--- src/sv/sukt_pkg.sv ---
// Package for the sorted unique key table: sizes, status codes, shared types.
// Used by every module of the block except sukt_ram; depends on nothing.

package sukt_pkg;

    localparam int DEPTH = 16;
    localparam int IDX_W = $clog2(DEPTH);
    localparam int CNT_W = $clog2(DEPTH + 1);
    localparam int KEY_W = 32;
    localparam int ATTR_W = 32;

    localparam logic [2:0] ST_INSERTED  = 3'd0;
    localparam logic [2:0] ST_DUPLICATE = 3'd1;
    localparam logic [2:0] ST_FOUND     = 3'd2;
    localparam logic [2:0] ST_NOT_FOUND = 3'd3;
    localparam logic [2:0] ST_FULL      = 3'd4;

    localparam logic REQ_INSERT = 1'b0;
    localparam logic REQ_LOOKUP = 1'b1;

    // one stored entry, as held in the table RAM
    typedef struct packed {
        logic              kind;
        logic [ATTR_W-1:0] attr;
        logic [KEY_W-1:0]  key;
    } t_entry;

    typedef struct packed {
        logic              req_type;
        logic [KEY_W-1:0]  key;
        logic              kind;
        logic [ATTR_W-1:0] attr;
    } t_req;

    typedef struct packed {
        logic [2:0]        status;
        logic [CNT_W-1:0]  position;
        logic              found_kind;
        logic [ATTR_W-1:0] found_attr;
        logic [CNT_W-1:0]  entry_count;
    } t_rsp;

    typedef struct packed {
        logic             we;
        logic [IDX_W-1:0] waddr;
        t_entry           wdata;
        logic [IDX_W-1:0] raddr;
    } t_ram_req;

    typedef struct packed {
        logic eq;
        logic lt;   // probe key below stored key, signed order
    } t_cmp_res;

    // counts are reported in five bits, masked for large tables
    function automatic logic [4:0] fit5(input logic [CNT_W-1:0] v);
        logic [CNT_W+4:0] w;
        begin
            w = {5'b0, v};
            return w[4:0];
        end
    endfunction

endpackage

--- src/sv/sukt_ram.sv ---
// Generic single-write, single-read RAM with registered read data.
// No dependencies.

module sukt_ram #(
    parameter int WIDTH = 8,
    parameter int DEPTH = 16
) (
    input  logic                     i_clk,
    input  logic                     i_we,
    input  logic [$clog2(DEPTH)-1:0] i_waddr,
    input  logic [WIDTH-1:0]         i_wdata,
    input  logic [$clog2(DEPTH)-1:0] i_raddr,
    output logic [WIDTH-1:0]         o_rdata
);

    logic [WIDTH-1:0] r_mem [DEPTH];
    logic [WIDTH-1:0] r_rdata;

    always_ff @(posedge i_clk) begin
        if (i_we) begin
            r_mem[i_waddr] <= i_wdata;
        end
        r_rdata <= r_mem[i_raddr];
    end

    assign o_rdata = r_rdata;

endmodule

--- src/sv/sukt_cmp.sv ---
// Shared key comparator: equality and signed less-than of probe vs stored key.
// Depends on sukt_pkg.

module sukt_cmp
    import sukt_pkg::*;
(
    input  logic [KEY_W-1:0] i_probe,
    input  logic [KEY_W-1:0] i_stored,
    output t_cmp_res         o_res
);

    always_comb begin
        o_res.eq = (i_probe == i_stored);
        o_res.lt = ($signed(i_probe) < $signed(i_stored));
    end

endmodule

--- src/sv/sukt_ctrl.sv ---
// Sequencer for the key table: linear scan through the RAM, then shift-up insert.
// Depends on sukt_pkg; drives sukt_ram and sukt_cmp from the top level.

module sukt_ctrl
    import sukt_pkg::*;
(
    input  logic     i_clk,
    input  logic     i_rst_n,
    input  logic     i_req_valid,
    output logic     o_req_ready,
    input  t_req     i_req,
    output logic     o_rsp_valid,
    input  logic     i_rsp_ready,
    output t_rsp     o_rsp,
    output t_ram_req o_ram,
    input  t_entry   i_ram_rdata,
    output logic [KEY_W-1:0] o_cmp_probe,
    output logic [KEY_W-1:0] o_cmp_stored,
    input  t_cmp_res i_cmp
);

    typedef enum logic [2:0] {
        S_IDLE, S_RD, S_CMP, S_MISS, S_SH_RD, S_SH_WR, S_PUT, S_DONE
    } t_state;

    t_state            r_state, n_state;
    t_req              r_req, n_req;
    logic [CNT_W-1:0]  r_idx, n_idx;
    logic [CNT_W-1:0]  r_ins, n_ins;
    logic [CNT_W-1:0]  r_count, n_count;
    logic [2:0]        r_status, n_status;
    logic [CNT_W-1:0]  r_pos, n_pos;
    logic              r_fkind, n_fkind;
    logic [ATTR_W-1:0] r_fattr, n_fattr;
    logic [CNT_W-1:0]  idx_dec;

    assign idx_dec      = r_idx - CNT_W'(1);
    assign o_cmp_probe  = r_req.key;
    assign o_cmp_stored = i_ram_rdata.key;

    always_comb begin
        o_req_ready = (r_state == S_IDLE);
        o_rsp_valid = (r_state == S_DONE);
        o_rsp.status      = r_status;
        o_rsp.position    = r_pos;
        o_rsp.found_kind  = r_fkind;
        o_rsp.found_attr  = r_fattr;
        o_rsp.entry_count = r_count;

        o_ram.we         = 1'b0;
        o_ram.waddr      = r_idx[IDX_W-1:0];
        o_ram.wdata      = i_ram_rdata;
        o_ram.raddr      = r_idx[IDX_W-1:0];
        if (r_state == S_SH_RD) begin
            o_ram.raddr = idx_dec[IDX_W-1:0];
        end
        if (r_state == S_SH_WR) begin
            o_ram.we = 1'b1;
        end
        if (r_state == S_PUT) begin
            o_ram.we         = 1'b1;
            o_ram.waddr      = r_ins[IDX_W-1:0];
            o_ram.wdata.key  = r_req.key;
            o_ram.wdata.kind = r_req.kind;
            o_ram.wdata.attr = r_req.attr;
        end
    end

    always_comb begin
        n_state  = r_state;
        n_req    = r_req;
        n_idx    = r_idx;
        n_ins    = r_ins;
        n_count  = r_count;
        n_status = r_status;
        n_pos    = r_pos;
        n_fkind  = r_fkind;
        n_fattr  = r_fattr;
        unique case (r_state)
            S_IDLE: begin
                if (i_req_valid) begin
                    n_req   = i_req;
                    n_idx   = '0;
                    n_ins   = r_count;
                    n_fkind = 1'b0;
                    n_fattr = '0;
                    n_state = (r_count == '0) ? S_MISS : S_RD;
                end
            end
            S_RD: begin
                n_state = S_CMP;
            end
            S_CMP: begin
                if (i_cmp.eq) begin
                    n_pos    = r_idx;
                    n_fkind  = i_ram_rdata.kind;
                    n_fattr  = i_ram_rdata.attr;
                    n_status = (r_req.req_type == REQ_INSERT) ? ST_DUPLICATE : ST_FOUND;
                    n_state  = S_DONE;
                end else if (i_cmp.lt) begin
                    // table is sorted: first larger key ends the search
                    n_ins   = r_idx;
                    n_state = S_MISS;
                end else if (r_idx + CNT_W'(1) == r_count) begin
                    n_ins   = r_count;
                    n_state = S_MISS;
                end else begin
                    n_idx   = r_idx + CNT_W'(1);
                    n_state = S_RD;
                end
            end
            S_MISS: begin
                n_pos = r_count;
                if (r_req.req_type == REQ_LOOKUP) begin
                    n_status = ST_NOT_FOUND;
                    n_state  = S_DONE;
                end else if (r_count == CNT_W'(DEPTH)) begin
                    n_status = ST_FULL;
                    n_state  = S_DONE;
                end else begin
                    n_idx   = r_count;
                    n_state = (r_count == r_ins) ? S_PUT : S_SH_RD;
                end
            end
            S_SH_RD: begin
                n_state = S_SH_WR;
            end
            S_SH_WR: begin
                n_idx   = idx_dec;
                n_state = (idx_dec == r_ins) ? S_PUT : S_SH_RD;
            end
            S_PUT: begin
                n_count  = r_count + CNT_W'(1);
                n_status = ST_INSERTED;
                n_state  = S_DONE;
            end
            S_DONE: begin
                if (i_rsp_ready) begin
                    n_state = S_IDLE;
                end
            end
            default: begin
                n_state = S_IDLE;
            end
        endcase
    end

    always_ff @(posedge i_clk) begin
        if (!i_rst_n) begin
            r_state <= S_IDLE;
            r_count <= '0;
        end else begin
            r_state <= n_state;
            r_count <= n_count;
        end
        r_req    <= n_req;
        r_idx    <= n_idx;
        r_ins    <= n_ins;
        r_status <= n_status;
        r_pos    <= n_pos;
        r_fkind  <= n_fkind;
        r_fattr  <= n_fattr;
    end

endmodule

--- src/sv/sorted_unique_key_table_unit.sv ---
// Top level of the sorted unique key table: stream ports and result register.
// Depends on sukt_pkg, sukt_ram, sukt_cmp and sukt_ctrl.
//
// Usage
//  - Requests arrive on the s_axis channel: tuser selects insert (0) or
//    lookup (1); tdata carries key, kind and attribute.
//  - Each request gives exactly one result transaction on m_axis: tuser
//    carries the status, tdata position, matched payload and entry count.
//  - Entries sit in one RAM in ascending signed key order. A request scans
//    it from index 0, one entry at a time (a read state, then a compare
//    state) through a single comparator, stopping at the first key that is equal or larger.
//  - An insert then moves the larger entries up one place, each with a read
//    and a write over the single RAM port pair, and writes the new entry.
//  - s_axis_tready is high only while no request is in progress; one
//    request is handled at a time, and the next one can be accepted as soon
//    as the result has moved into the output register.
//  - The result sits in an output register. The next request is accepted
//    while it waits; a finished result stalls the sequencer only until the
//    register frees up.
//  - Reset (synchronous, active low) empties the table and drops any
//    pending result; RAM contents are not cleared.

module sorted_unique_key_table_unit
    import sukt_pkg::*;
(
    input  logic        i_clk,
    input  logic        i_rst_n,
    input  logic        s_axis_tvalid,
    output logic        s_axis_tready,
    input  logic [71:0] s_axis_tdata,  // part_key[31:0], part_kind[32], attribute[64:33], 0
    input  logic        s_axis_tuser,  // req_type
    output logic        m_axis_tvalid,
    input  logic        m_axis_tready,
    output logic [47:0] m_axis_tdata,  // position[4:0], found_kind[5],
                                       // found_attribute[37:6], entry_count[42:38], 0
    output logic [2:0]  m_axis_tuser   // status
);

    t_req     req;
    t_rsp     rsp;
    t_ram_req ram_req;
    t_entry   ram_rdata;
    t_cmp_res cmp_res;
    logic [KEY_W-1:0] cmp_probe;
    logic [KEY_W-1:0] cmp_stored;
    logic     rsp_valid;
    logic     rsp_ready;

    logic        r_out_valid;
    logic [47:0] r_out_data;
    logic [2:0]  r_out_user;

    assign req.req_type = s_axis_tuser;
    assign req.key      = s_axis_tdata[31:0];
    assign req.kind     = s_axis_tdata[32];
    assign req.attr     = s_axis_tdata[64:33];

    // the output register takes a result when empty or being drained
    assign rsp_ready = !r_out_valid || m_axis_tready;

    sukt_ctrl u_ctrl (
        .i_clk        (i_clk),
        .i_rst_n      (i_rst_n),
        .i_req_valid  (s_axis_tvalid),
        .o_req_ready  (s_axis_tready),
        .i_req        (req),
        .o_rsp_valid  (rsp_valid),
        .i_rsp_ready  (rsp_ready),
        .o_rsp        (rsp),
        .o_ram        (ram_req),
        .i_ram_rdata  (ram_rdata),
        .o_cmp_probe  (cmp_probe),
        .o_cmp_stored (cmp_stored),
        .i_cmp        (cmp_res)
    );

    sukt_cmp u_cmp (
        .i_probe  (cmp_probe),
        .i_stored (cmp_stored),
        .o_res    (cmp_res)
    );

    sukt_ram #(
        .WIDTH ($bits(t_entry)),
        .DEPTH (DEPTH)
    ) u_ram (
        .i_clk   (i_clk),
        .i_we    (ram_req.we),
        .i_waddr (ram_req.waddr),
        .i_wdata (ram_req.wdata),
        .i_raddr (ram_req.raddr),
        .o_rdata (ram_rdata)
    );

    always_ff @(posedge i_clk) begin
        if (!i_rst_n) begin
            r_out_valid <= 1'b0;
        end else if (rsp_valid && rsp_ready) begin
            r_out_valid <= 1'b1;
        end else if (m_axis_tready) begin
            r_out_valid <= 1'b0;
        end
        if (rsp_valid && rsp_ready) begin
            r_out_user <= rsp.status;
            r_out_data <= {5'b0, fit5(rsp.entry_count), rsp.found_attr,
                           rsp.found_kind, fit5(rsp.position)};
        end
    end

    assign m_axis_tvalid = r_out_valid;
    assign m_axis_tdata  = r_out_data;
    assign m_axis_tuser  = r_out_user;

endmodule

--- config.mk ---
export PLATFORM = sky130hd
export DESIGN_NAME = sorted_unique_key_table_unit
export DESIGN_NICKNAME = d
export VERILOG_FILES = /design/src/sv/sukt_pkg.sv /design/src/sv/sukt_ram.sv /design/src/sv/sukt_cmp.sv /design/src/sv/sukt_ctrl.sv /design/src/sv/sorted_unique_key_table_unit.sv
export SDC_FILE = /design/constraint.sdc
export NUM_CORES = 2
export LEC_CHECK = 0
export ABC_CLOCK_PERIOD_IN_PS = 6500
export BUFFER_PORTS_ARGS = -buffer_cell sky130_fd_sc_hd__buf_2
export CORE_UTILIZATION = 25
export DETAILED_ROUTE_END_ITERATION = 8
export GPL_ROUTABILITY_DRIVEN = 1
export PLACE_DENSITY_LB_ADDON = 0.25
export SLEW_MARGIN = 20
export SYNTH_ARGS = -nofsm -noshare
export SYNTH_HDL_FRONTEND = slang
export SYNTH_HIERARCHICAL = 1
export SYNTH_SLANG_ARGS = --single-unit
--- constraint.sdc ---
create_clock -name i_clk -period 6.5 [get_ports i_clk]
set_input_delay 0 -clock i_clk [delete_from_list [all_inputs] [get_ports i_clk]]
set_output_delay 0 -clock i_clk [all_outputs]
set_load 0.02 [all_outputs]
==> flow_summary.toml <==
[synthesis]
async_reset_ff_share_pct = 0
synth_edf_count = 1203
synth_ff_type = "edfxtp_1"
ys_ff_latch = 1277
synth_area_um2 = 48840
synth-warning-count = 6
ys_seq_area_share_pct = 77.00
synth_cell_types = 64
syn-instance-count = 2458
syn_area_per_cell_um2 = 19.87

[placement]
io_buffers = 117
placed_area_um2 = 52510
gp_congestion = 0.7094
place_hpwl_um = 64490

[die]
rows = 161
die_w_um = 444
dieHeight_um = 444
core_um2 = 193400
die_area_um2 = 197100
ioPinCount = 130
initial_core_util_pct = 25.26

[clock_network]
root_buffer = "clkbuf_16"
clk_pin_slew_ns = 0.06
cts_htree_levels = 4
cts_setup_buffers = 0
cts_tree = "done"
cts_made_buffers = 141
clock_latency_ns = 0.78
clock_sinks = 1277
cts.path.max_buffers = 3

[power]
swShare_pct = 30.16
power_frac_comb_pct = 26.6
worst_ir_drop_vdd_v = 0.0003614
leakage_nw = 18.95
power_frac_seq_pct = 42.7
cellPowerDensity_nw_per_um2 = 442.6
p_int_mw = 18.06
p_switching_mw = 7.803
power_frac_clock_pct = 30.7

[detailed_routing]
drc = 0
ant_nets = 0
wl_um = 123200
viasPerCell = 4.381
wl_per_cell_um = 22.92
dr.first_iter.drc_count = 1533
drt_first_pass_iters = 6
route.vias.total = 23540

[hold_path]
hold_class = "input port to register"
worstHoldEndpoint = "u_ctrl/o_cmp_probe[26]"
holdPathStages = 2
hold_path_startpoint = "s_axis_tdata[26]"

[sta]
finalSetupViolCount = 0
finalHoldViolations = 0
rsz0062_at_grt = "false"
worst_pin_slew_ns = 1.109
min_period_ns = 4.205
slew_headroom_pct = 25.88
finalClockSkew_ns = 0.03134
fmax_mhz = 237.8
finalCritPeriodShare_pct = 64.70
slew_viol_final = 0
tns_ns = 0

[critical_path]
reg2reg_to = "u_ram/o_rdata[28]"
crit_path_end_kind = "register"
startpoint_type = "register"
r2r_cells = 8
cp.arrival_ns = 4.83
critPathMaxFanout = 67
required_ns = 7.12
r2r_start = "u_ctrl/r_state[2]"
critPathKind = "register to register"
ff2ff_setup_slack_ns = 2.29

[grt]
grt_usage_pct = 12.48
grt_max_degree = 93
grt_pass1_wl_um = 178000
grt-ovfl-total = 0
grt_antenna_before_repair = 7
grt_pass1_vias = 24660

[layout]
diodes = 0
design_area_um2 = 58440
area.growth.synth_to_final_pct = 19.66
final_layout_size_suffix_gt1_share_pct = 25.00
nets = 2844

[outcome]
status = "finished clean"

[run]
maxCapViolations = 0
==> power by group through the flow <==
stage               Clock, mW  Sequential (mW)  Combinational (mW)
floorplan                   0             11.0                5.15
global route             8.50             11.1                7.57
CTS                      8.21             11.1                7.07
global placement            0             11.2                6.96
detailed placement          0             11.2                6.99
finish                   7.95             11.0                6.88
==> logic make-up (layout without fill, tap and decap cells) <==
kind of cell / count (synthesis) / after routing / synth area share [%]
flops: 1277 / 1277 / 77.00
buf+inv: 234 / 620 / 2.780
simple gates: 423 / 423 / 3.791
compound gates: 192 / 192 / 2.826
mux: 266 / 266 / 12.13
xor+xnor: 29 / 29 / 0.5508
other cells: 1 / 5 / 0.007678
fa+ha+maj: 36 / 36 / 0.9222
==> what timing repair did <==
action	4_1_cts	5_1_grt
hold endpoints to repair	83	0
hold buffers	129	0
gates resized for setup	0	0
==> metal layers <==
layer / track usage, % / share of wire [%] / vias to the layer above
li1: - / - / 10310
met1: 16.84 / 45 / 12580
met2: 20.72 / 49 / 514
met3: 2.290 / 4.2 / 138
met4: 2.966 / 1.5 / 0
met5: 0 / 0 / -
==> stage by stage <==
stage | total power, mW | setup slack [ns] | hold WS [ns] | std cells | utilization [%]
global route | 27.17 | 2.091 | 0.01358 | 5374 | 30.22
CTS | 26.34 | 2.214 | 0.004613 | 5373 | 30.21
global placement | 18.19 | 2.316 | 0.1799 | 4983 | 27.14
floorplan | 16.18 | 0.5235 | 0.09887 | 2462 | -
detailed placement | 18.22 | 2.245 | 0.1795 | 4984 | 27.15
finish | 25.87 | 2.295 | 0.05247 | 5374 | 30.22
==> final cells by class <==
type / count / area [um^2]
clock buffers: 196 / 3979
clock inverters: 64 / 650.6
fillers: 18860 / 134900
inverters: 43 / 161.4
multi-input cells: 951 / 10100
flip-flops and latches: 1277 / 37610
well taps: 2526 / 3161
repair buffers: 317 / 2780
==> placed cells by master, fill, tap and decap left out, types with 35 or more instances in the layout <==
cell type,synthesis,final
edfxtp_1,1203,1203
buf_4,78,41
ha_1,36,36
dlygate4sd3_1,0,129
clkbuf_16,0,144
mux4_2,260,260
a22oi_1,130,130
inv_1,43,43
nand2_1,294,294
dfxtp_1,74,74
and2_1,36,35
buf_2,34,117
==> registers in the layout, indices dropped and copies added (netlist names), 32 cells and up <==
register and flops:
u_ram/o_rdata 65, u_ctrl/r_fattr 32, m_axis_tdata 43, u_ctrl/r_req 34, u_ram/r_mem 1040, u_ctrl/o_cmp_probe 32
==> how the worst max path moves through the flow <==
stage,from,end,slack (ns)
finish,u_ctrl/r_state[2],u_ram/o_rdata[28],2.29
global route,u_ctrl/r_state[2],u_ram/o_rdata[28],2.09
floorplan,u_ctrl/r_state[2],u_ctrl/o_cmp_probe[0],0.52
detailed placement,u_ctrl/r_state[1],u_ram/r_mem[0][41],2.24
global placement,u_ctrl/r_state[1],u_ram/r_mem[0][41],2.32
CTS,u_ctrl/r_state[1],u_ram/r_mem[0][49],2.21
==> worst max-delay path: stages, from the launching register on <==
cell     delay [ns]
dfxtp_1        0.60
inv_1          0.24
nor3_1         0.86
nor2_1         0.17
a21oi_4        0.88
buf_12         0.45
mux4_2         0.37
a22oi_1        0.25
nand2_1        0.14
==> cell usage after synthesis (2+ instances only) <==
master	number	area, um^2
dfxtp_1	74	1481
mux4_2	260	5856
and2_1	36	225.2
nor3_1	11	55.05
inv_1	43	161.4
nor2_1	34	127.6
xor2_1	9	78.83
o21ai_0	14	70.07
nand2b_1	5	31.28
ha_1	36	450.4
a21boi_2	2	22.52
nand3_1	10	50.05
o22ai_1	4	25.02
mux2_2	5	56.30
buf_1	5	18.77
nor2b_1	4	25.02
a21oi_1	21	105.1
nand3b_1	3	22.52
and3_1	2	12.51
a221oi_1	3	26.28
nand4_1	11	68.82
buf_6	16	180.2
a211oi_1	2	15.01
buf_4	78	585.6
a21o_1	2	15.01
buf_2	34	170.2
nand2_1	294	1104
edfxtp_1	1203	36120
xnor2_1	18	157.7
clkbuf_1	55	206.5
buf_8	2	30.03
a22oi_1	130	975.9
No activity file was read; power rests on OpenSTA's default activity.
